<file path="src/rtl/scrl_pkg.sv">
// ----------------------------------------------------------------------------
// scrl_pkg
// Shared types and constants of the serial command and reply link: request
// and result codes, frame constants and the item structs of both channels.
// ----------------------------------------------------------------------------
`default_nettype none

package scrl_pkg;

  localparam logic [1:0] REQ_SEND = 2'd0;
  localparam logic [1:0] REQ_RX   = 2'd1;
  localparam logic [1:0] REQ_TICK = 2'd2;

  localparam logic [1:0] KIND_TX     = 2'd0;
  localparam logic [1:0] KIND_REPLY  = 2'd1;
  localparam logic [1:0] KIND_GIVEUP = 2'd2;

  localparam logic [7:0] HDR_BYTE = 8'hAA;

  localparam logic [3:0] LAST_IDX_NORMAL  = 4'd7;
  localparam logic [3:0] LAST_IDX_FACTORY = 4'd11;
  localparam logic [3:0] DATA_IDX_NORMAL  = 4'd3;
  localparam logic [3:0] DATA_IDX_FACTORY = 4'd7;
  localparam logic [3:0] KEY_IDX          = 4'd3;

  typedef struct packed {
    logic [1:0]  req_type;
    logic        factory_mode;
    logic [7:0]  func_code;
    logic [31:0] cmd_data;
    logic [15:0] timeout_ticks;
    logic [7:0]  rx_byte;
  } cmd_in_t;

  typedef struct packed {
    logic [1:0]  out_kind;
    logic [7:0]  tx_byte;
    logic        tx_last;
    logic [7:0]  reply_state;
    logic [31:0] reply_data;
  } link_out_t;

  typedef struct packed {
    logic        ok;
    logic [7:0]  state;
    logic [31:0] data;
  } rx_reply_t;

  function automatic logic [7:0] key_byte(input logic [1:0] idx);
    logic [7:0] b;
    unique case (idx)
      2'd0:    b = 8'hFF;
      2'd1:    b = 8'hEE;
      2'd2:    b = 8'hBB;
      default: b = 8'hAA;
    endcase
    return b;
  endfunction

endpackage

`default_nettype wire

</file>
<file path="src/rtl/scrl_rx.sv">
// ----------------------------------------------------------------------------
// scrl_rx
// Reply collector: hunts received bytes for the header, gathers one reply
// and checks its byte sum on the last byte.
// ----------------------------------------------------------------------------
`default_nettype none

module scrl_rx #(
  parameter int REPLY_BYTES = 7
) (
  input  wire logic                 clk_i,
  input  wire logic                 rst_ni,
  input  wire logic                 byte_valid_i,
  input  wire logic [7:0]           byte_i,
  output scrl_pkg::rx_reply_t       reply_o
);
  import scrl_pkg::*;

  localparam int CntW = $clog2(REPLY_BYTES);
  localparam logic [CntW-1:0] LastIdx = CntW'(REPLY_BYTES - 1);

  logic            hunting_q, hunting_d;
  logic [CntW-1:0] rx_count_q, rx_count_d;
  logic [7:0]      store_q [REPLY_BYTES];
  logic [7:0]      sum;
  logic [7:0]      rb [7];
  logic            finish;

  always_comb begin
    sum = '0;
    for (int i = 0; i < REPLY_BYTES - 1; i++) begin
      sum = sum + store_q[i];
    end
  end

  for (genvar g = 0; g < 7; g++) begin : g_rb
    if (g < REPLY_BYTES - 1) begin : g_st
      assign rb[g] = store_q[g];
    end else if (g == REPLY_BYTES - 1) begin : g_cur
      assign rb[g] = byte_i;
    end else begin : g_zero
      assign rb[g] = '0;
    end
  end

  assign finish = !hunting_q && (rx_count_q == LastIdx);

  always_comb begin
    hunting_d  = hunting_q;
    rx_count_d = rx_count_q;
    if (byte_valid_i) begin
      priority if (hunting_q) begin
        if (byte_i == HDR_BYTE) begin
          hunting_d  = 1'b0;
          rx_count_d = CntW'(1);
        end
      end else if (finish) begin
        hunting_d  = 1'b1;
        rx_count_d = '0;
      end else begin
        rx_count_d = rx_count_q + CntW'(1);
      end
    end
  end

  always_ff @(posedge clk_i or negedge rst_ni) begin
    if (!rst_ni) begin
      hunting_q  <= 1'b1;
      rx_count_q <= '0;
    end else begin
      hunting_q  <= hunting_d;
      rx_count_q <= rx_count_d;
    end
  end

  always_ff @(posedge clk_i) begin
    if (byte_valid_i) begin
      if (hunting_q) begin
        if (byte_i == HDR_BYTE) begin
          store_q[0] <= byte_i;
        end
      end else if (!finish) begin
        store_q[rx_count_q] <= byte_i;
      end
    end
  end

  assign reply_o.ok    = byte_valid_i && finish && (sum == byte_i);
  assign reply_o.state = rb[2];
  assign reply_o.data  = {rb[5], rb[4], rb[3], rb[2]};

endmodule

`default_nettype wire

</file>
<file path="src/rtl/serial_command_reply_link.sv">
// ----------------------------------------------------------------------------
// serial_command_reply_link
// Frames commands byte by byte, collects and checks replies, retries on
// timeout. A reply or give-up item is valid the cycle after its input item;
// the first byte of a frame passes the job state, then the output register.
// Throughput: one item per cycle when not stalled; a frame stalls input
// while its 8 or 12 bytes leave the output register one per cycle; output
// stalls hold both. Reset clears all control state; reply store needs none.
// ----------------------------------------------------------------------------
`default_nettype none

module serial_command_reply_link #(
  parameter int TRY_LIMIT   = 3,
  parameter int REPLY_BYTES = 7
) (
  input  wire logic                clk_i,
  input  wire logic                rst_ni,
  input  wire logic                cfg_we_i,
  input  wire logic [7:0]          cfg_wdata_i,
  input  wire logic                in_valid_i,
  output logic                     in_stall_o,
  input  scrl_pkg::cmd_in_t        in_data_i,
  output logic                     out_valid_o,
  input  wire logic                out_stall_i,
  output scrl_pkg::link_out_t      out_data_o
);
  import scrl_pkg::*;

  localparam logic [1:0] TryLim = 2'(TRY_LIMIT);

  logic [7:0]  dev_addr_q;
  logic        awaiting_q, awaiting_d;
  logic [1:0]  tries_q, tries_d;
  logic [15:0] timer_q, timer_d;
  logic        pend_factory_q, pend_factory_d;
  logic [7:0]  pend_func_q, pend_func_d;
  logic [31:0] pend_data_q, pend_data_d;
  logic [15:0] pend_timeout_q, pend_timeout_d;
  logic        job_active_q, job_active_d;
  logic [3:0]  idx_q, idx_d;
  logic [7:0]  sum_q, sum_d;
  logic        out_valid_q, out_valid_d;
  link_out_t   out_q, out_d;

  logic        accept, is_send, is_rx, tick_live, tick_expire, resend, give_up;
  logic        reply_hit, start_frame, out_free, job_last;
  logic [15:0] timer_dec;
  logic [3:0]  last_idx, data_off;
  logic [7:0]  frame_byte;
  rx_reply_t   rx_reply;

  assign out_free   = !out_valid_q || !out_stall_i;
  assign in_stall_o = job_active_q || (out_valid_q && out_stall_i);
  assign accept     = in_valid_i && !in_stall_o;
  assign is_send    = accept && (in_data_i.req_type == REQ_SEND);
  assign is_rx      = accept && (in_data_i.req_type == REQ_RX);
  assign tick_live  = accept && (in_data_i.req_type == REQ_TICK) && awaiting_q;

  scrl_rx #(
    .REPLY_BYTES(REPLY_BYTES)
  ) u_rx (
    .clk_i       (clk_i),
    .rst_ni      (rst_ni),
    .byte_valid_i(is_rx),
    .byte_i      (in_data_i.rx_byte),
    .reply_o     (rx_reply)
  );

  assign reply_hit   = rx_reply.ok && awaiting_q;
  assign timer_dec   = (timer_q != 16'd0) ? timer_q - 16'd1 : 16'd0;
  assign tick_expire = tick_live && (timer_dec == 16'd0);
  assign resend      = tick_expire && (tries_q < TryLim);
  assign give_up     = tick_expire && !resend;
  assign start_frame = is_send || resend;

  // frame byte selection
  assign last_idx = pend_factory_q ? LAST_IDX_FACTORY : LAST_IDX_NORMAL;
  assign data_off = idx_q - (pend_factory_q ? DATA_IDX_FACTORY : DATA_IDX_NORMAL);
  assign job_last = (idx_q == last_idx);

  always_comb begin
    priority if (idx_q == 4'd0) begin
      frame_byte = HDR_BYTE;
    end else if (idx_q == 4'd1) begin
      frame_byte = dev_addr_q;
    end else if (idx_q == 4'd2) begin
      frame_byte = pend_func_q;
    end else if (job_last) begin
      frame_byte = sum_q;
    end else if (pend_factory_q && (idx_q < DATA_IDX_FACTORY)) begin
      frame_byte = key_byte(2'(idx_q - KEY_IDX));
    end else begin
      frame_byte = pend_data_q[8*data_off[1:0] +: 8];
    end
  end

  always_comb begin
    awaiting_d     = awaiting_q;
    tries_d        = tries_q;
    timer_d        = timer_q;
    pend_factory_d = pend_factory_q;
    pend_func_d    = pend_func_q;
    pend_data_d    = pend_data_q;
    pend_timeout_d = pend_timeout_q;
    job_active_d   = job_active_q;
    idx_d          = idx_q;
    sum_d          = sum_q;
    out_valid_d    = out_valid_q;
    out_d          = out_q;

    if (is_send) begin
      pend_factory_d = in_data_i.factory_mode;
      pend_func_d    = in_data_i.func_code;
      pend_data_d    = in_data_i.cmd_data;
      pend_timeout_d = in_data_i.timeout_ticks;
      tries_d        = 2'd1;
      awaiting_d     = 1'b1;
      timer_d        = (in_data_i.timeout_ticks == 16'd0) ? 16'd1 : in_data_i.timeout_ticks;
    end

    if (tick_live) begin
      timer_d = timer_dec;
    end
    if (resend) begin
      tries_d = tries_q + 2'd1;
      timer_d = (pend_timeout_q == 16'd0) ? 16'd1 : pend_timeout_q;
    end
    if (give_up || reply_hit) begin
      awaiting_d = 1'b0;
    end

    if (start_frame) begin
      job_active_d = 1'b1;
      idx_d        = '0;
      sum_d        = '0;
    end else if (job_active_q && out_free) begin
      idx_d = idx_q + 4'd1;
      sum_d = sum_q + frame_byte;
      if (job_last) begin
        job_active_d = 1'b0;
      end
    end

    priority if (reply_hit) begin
      out_valid_d       = 1'b1;
      out_d.out_kind    = KIND_REPLY;
      out_d.tx_byte     = '0;
      out_d.tx_last     = 1'b0;
      out_d.reply_state = rx_reply.state;
      out_d.reply_data  = rx_reply.data;
    end else if (give_up) begin
      out_valid_d       = 1'b1;
      out_d.out_kind    = KIND_GIVEUP;
      out_d.tx_byte     = '0;
      out_d.tx_last     = 1'b0;
      out_d.reply_state = '0;
      out_d.reply_data  = '0;
    end else if (job_active_q && out_free) begin
      out_valid_d       = 1'b1;
      out_d.out_kind    = KIND_TX;
      out_d.tx_byte     = frame_byte;
      out_d.tx_last     = job_last;
      out_d.reply_state = '0;
      out_d.reply_data  = '0;
    end else if (out_free) begin
      out_valid_d = 1'b0;
    end
  end

  always_ff @(posedge clk_i or negedge rst_ni) begin
    if (!rst_ni) begin
      dev_addr_q     <= '0;
      awaiting_q     <= 1'b0;
      tries_q        <= '0;
      timer_q        <= '0;
      pend_factory_q <= 1'b0;
      pend_func_q    <= '0;
      pend_data_q    <= '0;
      pend_timeout_q <= '0;
      job_active_q   <= 1'b0;
      idx_q          <= '0;
      sum_q          <= '0;
      out_valid_q    <= 1'b0;
    end else begin
      if (cfg_we_i) begin
        dev_addr_q <= cfg_wdata_i;
      end
      awaiting_q     <= awaiting_d;
      tries_q        <= tries_d;
      timer_q        <= timer_d;
      pend_factory_q <= pend_factory_d;
      pend_func_q    <= pend_func_d;
      pend_data_q    <= pend_data_d;
      pend_timeout_q <= pend_timeout_d;
      job_active_q   <= job_active_d;
      idx_q          <= idx_d;
      sum_q          <= sum_d;
      out_valid_q    <= out_valid_d;
    end
  end

  always_ff @(posedge clk_i) begin
    out_q <= out_d;
  end

  assign out_valid_o = out_valid_q;
  assign out_data_o  = out_q;

`ifndef SYNTHESIS
  a_job_needs_wait: assert property (@(posedge clk_i) disable iff (!rst_ni)
    job_active_q |-> awaiting_q)
    else $error("frame in progress without a pending command");

  a_single_not_in_frame: assert property (@(posedge clk_i) disable iff (!rst_ni)
    (out_valid_q && (out_q.out_kind != KIND_TX)) |-> !job_active_q)
    else $error("reply or give-up result overlaps a frame");

  a_tries_range: assert property (@(posedge clk_i) disable iff (!rst_ni)
    awaiting_q |-> ((tries_q != 2'd0) && (tries_q <= TryLim)))
    else $error("try count out of range while waiting");
`endif

endmodule

`default_nettype wire

</file>
<file path="config.mk">
export PLATFORM = sky130hd
export DESIGN_NAME = serial_command_reply_link
export DESIGN_NICKNAME = d
export VERILOG_FILES = /design/src/rtl/scrl_pkg.sv /design/src/rtl/scrl_rx.sv /design/src/rtl/serial_command_reply_link.sv
export SDC_FILE = /design/constraint.sdc
export NUM_CORES = 1
export LEC_CHECK = 0
export ABC_AREA = 1
export BUFFER_PORTS_ARGS = -buffer_cell sky130_fd_sc_hd__buf_4
export CORE_UTILIZATION = 40
export CTS_CLUSTER_DIAMETER = 60
export DETAILED_ROUTE_END_ITERATION = 6
export PLACE_DENSITY = 0.64
export SYNTH_ARGS = -nofsm -noshare
export SYNTH_HDL_FRONTEND = slang
export SYNTH_HIERARCHICAL = 1
export SYNTH_SLANG_ARGS = --single-unit
</file>
<file path="constraint.sdc">
create_clock -name clk_i -period 10.3 [get_ports clk_i]
set_clock_uncertainty 0.05 [all_clocks]
set_input_delay 0.515 -clock clk_i [delete_from_list [all_inputs] [get_ports clk_i]]
set_output_delay 0.515 -clock clk_i [all_outputs]
set_load 0.01 [all_outputs]
</file>
### Word level (Yosys, flattened, before mapping)

Memory sizes are Yosys's and may differ from the RTL's.
Index checks and enable logic that the tools add are counted.

| storage, ports and cells | value |
|---|---|
| bits in registers | 153 |
| RAM bits | 56 |
| bits of input ports | 80 |
| output and inout port bits | 53 |
| memories | 1 |

| cells by class | value |
|---|---|
| $add $sub $neg | 12 |
| $lt $le $gt $ge | 2 |
| equality and inequality tests | 11 |
| shift operators | 1 |
| mux-type cells | 48 |
| reductions and logical operators | 43 |

Memories:

| name | depth | bits a word | rd ports | clocked after Yosys merged registers in | write ports | line | RTL |
|---|---|---|---|---|---|---|---|
| u_rx.store_q | 7 | 8 | 6 | 0 | 1 | scrl_rx.sv:24 | `logic [7:0] store_q [REPLY_BYTES];` |

Operators by type and width:

| cell | number |
|---|---|
| 2-to-1 mux 51 bit | 2 |
| 2-to-1 mux 16 bit | 6 |
| 2-to-1 mux 8 bit | 8 |
| adder 8 bit | 6 |
| logical NOT 16 bit | 3 |
| 2-to-1 mux 40 bit | 1 |
| variable part select 32 x 6 -> 8 bit | 1 |
| 2-to-1 mux 1 bit | 21 |
| case mux 7 bit (3 select lines) | 1 |
| nonzero test 16 bit | 1 |
| subtractor 16 x 1 -> 16 bit (second input constant) | 1 |
| logical AND 1 bit | 15 |
| 2-to-1 mux 3 bit | 4 |
| 2-to-1 mux 4 bit | 3 |
| nonzero test 2 bit | 5 |
| equality test 8 bit | 1 |
| equality test 8 bit (second input constant) | 1 |
| OR reduction 8 bit | 1 |
| nonzero test 3 bit | 2 |
| logical NOT 1 bit | 5 |
| adder 4 x 1 -> 4 bit (second input constant) | 1 |
| equality test 2 x 1 -> 1 bit (second input constant) | 2 |
| equality test 2 bit (second input constant) | 2 |
| equality test 4 x 1 -> 1 bit (second input constant) | 1 |
| 16 further kinds | 23 |

### Depth between registers and ports, before layout

| depth | value |
|---|---|
| depth after elaboration | 12 |
| depth in mapped cells | 23 |
| mapped depth without buffers | 23 |

### Hierarchy

Netlist, hierarchy kept.

By module, submodules not included:

| module | times used | cells an instance | area an instance (um^2) | sequential area each (um^2) |
|---|---|---|---|---|
| serial_command_reply_link | 1 | 981 | 7,756.2 | 3,873.7 |
| scrl_rx | 1 | 269 | 3,011.6 | 1,542.7 |

### Worst setup path before layout

Ideal clock, no wire load.

| timing | value |
|---|---|
| path kind | register -> register |
| from | memory u_rx.store_q[3][2] |
| to | register out_q, in the netlist out_data_o[0], enable pin |
| data arrival time | 4,460 ps |
| data required time | 9,852 ps |
| slack | 5,392 ps |
| stages on the path, launching flop included | 22 |
| period minus slack after synthesis | 4,908 ps |
| path through | edfxtp_1 fa_1 inv_1 fa_1 fa_1 inv_1 ha_1 fa_1 inv_1 nand2_1 nand2_1 nor2_2 nand3_1 nor2_1 nand3_1 nor2_1 nand2_1 nor2_1 nand2_2 nand2_2 inv_1 nand2_1 |

RTL lines:

| item | line | RTL |
|---|---|---|
| start: declaration | scrl_rx.sv:24 |  |
| end signal: assignment | serial_command_reply_link.sv:203 | `out_q <= out_d;` |
| end: declaration | serial_command_reply_link.sv:43 | `link_out_t out_q, out_d;` |

==> flow_metrics.env <==
export IMPL_outcome="complete, but fails checks"
export IMPL_violations="DRC, hold timing"
export IMPL_avgSynthCellArea_um2=8.61
export IMPL_grt_overflow=0
export IMPL_wl_per_cell_um=14.3
export IMPL_io_pins=133
export IMPL_synth_cells=1250
export IMPL_fin_hold_ws_ps=-5.92
export IMPL_clock_sinks=201
export IMPL_numCtsBuffers=24
export IMPL_setup_tns_ps=0
export IMPL_via_count=8288
export IMPL_worstPathMaxFanout=44
export IMPL_rsz0062_at_grt="no"
export IMPL_viasPerCell=4.82
export IMPL_min_period_ps=5890
export IMPL_worst_pin_slew_ps=1080
export IMPL_yosysTopAreaCell="edfxtp_1"
export IMPL_net_switching_power_uw=1340
export IMPL_die_h_um=166
export IMPL_syn_area_um2=10800
export IMPL_cts_resized=0
export IMPL_clk_latency_ps=520
export IMPL_critPathRequiredTime_ps=10370
export IMPL_finalCritPeriodShare_pct=57.1
export IMPL_clkPwrFrac_pct=24.3
export IMPL_critical_path_cell_chain="fa_1 > inv_1 > fa_1 > fa_1 > inv_1 > ha_1 > fa_1 > inv_1 > nand2_1 > nand2_1 > nor2_2 > nand3_1 > nor2_1 > nand3_1 > nor2_1 > nand2_1 > nor2_1 > nand2_2 > nand2_2 > inv_1 > nand2_2"
export IMPL_hold_path_class="in2async"
export IMPL_cts_setup_buffers=0
export IMPL_async_reset_ff_share_pct=50.7
export IMPL_port_buffers=132
export IMPL_synth_compound_area_share_pct=7.23
export IMPL_ant_nets=0
export IMPL_dieWidth_um=166
export IMPL_synth_cell_types=48
export IMPL_grt_use_total_pct=18.2
export IMPL_muxShareOfSynthArea_pct=0.523
export IMPL_internal_power_uw=2160
export IMPL_cts_root_buf="clkbuf_16"
export IMPL_critPathSlowestCell="nand2_2"
export IMPL_start_util_pct=41.1
export IMPL_synth_top_family_by_area="simple AND/OR/NAND/NOR gates"
export IMPL_place_congestion=0.882
export IMPL_yosys_area_share_simple_pct=23.9
export IMPL_final_hold_violation_count=6
export IMPL_critPathMaxStageDelay_ps=730
export IMPL_path_class="reg2reg"
export IMPL_p_per_area_nw_per_um2=274
export IMPL_drive_above_1_share_pct=16.5
export IMPL_finalSetupViolCount=0
export IMPL_grt_max_degree=83
export IMPL_cts_tree="done"
export IMPL_first_pass_iters=7
export IMPL_synthXorXnorAreaFrac_pct=0.895
export IMPL_end_kind="register"
export IMPL_cts_buffer_depth=3
export IMPL_ys_flop_type="dfrtp_1"
export IMPL_die_area_um2=27600
export IMPL_p_leak_uw=0.00627
export IMPL_core_area_um2=26200
export IMPL_synth_edff_count=88
export IMPL_cp_num_cells=21
export IMPL_route_detailed_drc=7
export IMPL_grt_pass1_vias=8054
export IMPL_drv_slew=0
export IMPL_layout_commonest_cell="nand2_1"
export IMPL_nets=1497
export IMPL_synth_fa_ha_area_share_pct=7.76
export IMPL_critPathLaunchType="register"
export IMPL_cp_top_family="simple AND/OR/NAND/NOR gates"
export IMPL_dp_hpwl_um=17500
export IMPL_syn_to_final_growth_pct=18.6
export IMPL_synth_area_leaders="edfxtp_1 (25%), dfrtp_1 (23%), nand2_1 (12%)"
export IMPL_switching_share_pct=38.2
export IMPL_r2r_cells=21
export IMPL_grt_pass1_wl_um=40700
export IMPL_yosysWarnings=6
export IMPL_ys_seq_elements=201
export IMPL_mostFrequentLayoutCells="nand2_1 (356), inv_1 (193), buf_4 (138), dfrtp_1 (101), nor2_1 (98)"
export IMPL_pwr_share_comb_pct=39.4
export IMPL_vdd_ir_drop_worst_mv=0.130
export IMPL_antennaDiodeCount=0
export IMPL_syn_nets=1380
export IMPL_arrival_ps=5960
export IMPL_critPathBufInv=4
export IMPL_synth_top_area_share_pct=24.5
export IMPL_cts_hold_buffers=0
export IMPL_seq_area_frac_synth_pct=50.3
export IMPL_fmax_mhz=170
export IMPL_clkTransAtPathRegs_ps=60
export IMPL_cap_violations=0
export IMPL_drt_iter0_drc=585
export IMPL_htree_levels=1
export IMPL_final_util_pct=48.7
export IMPL_grt_antenna_before_repair=0
export IMPL_num_rows=59
export IMPL_relSlewSlack_pct=28.0
export IMPL_drt_wl_total_um=24600
export IMPL_pwr_share_seq_pct=36.3
worst paths after layout:
| path | startpoint | end | slack [ps] |
|---|---|---|---|
| max in group asynchronous | rst_ni | u_rx/rx_count_q[0]$_DFFE_PN0P_ | 9110 |
| min in group clk_i | in_data_i[28] | pend_data_q[4]$_DFFE_PN0P_ | 150 |
| worst max register to register | u_rx/store_q[3][2]$_DFFE_PP_ | out_data_o[4]$_DFFE_PP_ | 4410 |
| worst max-delay path | u_rx/store_q[3][2]$_DFFE_PP_ | out_data_o[4]$_DFFE_PP_ | 4410 |
| worst min register to register | pend_data_q[19]$_DFFE_PN0P_ | pend_data_q[19]$_DFFE_PN0P_ | 420 |
| worst min-delay path | rst_ni | dev_addr_q[5]$_DFFE_PN0P_ | -6 |
Yosys cell counts, types with 4 or more instances:
cell	number
a21o_1	7
a21oi_1	31
a21oi_2	7
buf_1	9
buf_2	4
buf_4	10
buf_6	5
clkbuf_1	18
dfrtp_1	101
dfxtp_1	11
edfxtp_1	88
fa_1	28
ha_1	22
inv_1	193
inv_2	5
mux2_2	5
nand2_1	357
nand2_2	7
nand3_1	63
nand3b_1	4
nand4_1	34
nor2_1	98
nor2_2	12
nor4_1	5
o21ai_0	78
or2_2	6
xnor2_1	4
xor2_1	7
routing by layer:
layer,part of all wire [%],track usage (%)
met1,46,24.5
met2,47,30.1
met3,5.4,3.31
met4,2.2,5.36
met5,0,0
power by group through the flow:
| stage | clock network (µW) | registers [µW] | logic [µW] |
|---|---|---|---|
| after floorplan | 0 | 1270 | 971 |
| after global placement | 0 | 1280 | 1350 |
| after detailed placement | 0 | 1280 | 1380 |
| after CTS | 870 | 1270 | 1390 |
| after global routing | 909 | 1300 | 1580 |
| final | 851 | 1270 | 1380 |
final cells by class:
class | instances | area [µm²]
clock inverter | 10 | 108
multi-input combinational | 801 | 4340
fill | 2515 | 13400
inverter | 201 | 754
timing repair buffer | 138 | 1040
sequential | 201 | 5420
tap | 335 | 419
clock buffer | 33 | 697
kinds of logic (layout without fill, tap and decap cells):
family | count (synthesis) | in the layout
multiplexers | 5 | 5
XOR/XNOR | 11 | 11
buffers and inverters | 248 | 382
adder cells (fa/ha/maj) | 50 | 50
AO/OA/AOI/OAI | 138 | 138
AND/OR/NAND/NOR | 597 | 597
flip-flops | 201 | 201
flip-flops by register name, summed over array words and instances (netlist names):
name,count
awaiting_q,1
dev_addr_q,8
idx_q,4
job_active_q,1
out_data_o,51
out_valid_o,1
pend_data_q,32
pend_factory_q,1
pend_func_q,8
pend_timeout_q,16
sum_q,8
timer_q,16
tries_q,2
u_rx/hunting_q,1
u_rx/rx_count_q,3
u_rx/store_q,48
through the flow:
stage,power (µW),hold slack [ps],cells,setup slack [ps],instance area [µm²]
finish,3500,-5.92,1719,4410,12800
floorplan,2240,169,1250,5390,10800
global route,3790,53.6,1719,3890,12800
CTS,3530,19.3,1719,4260,12800
global placement,2630,398,1676,4470,12000
detailed placement,2670,404,1676,4300,12000
Power figures use the tool's default switching activity.
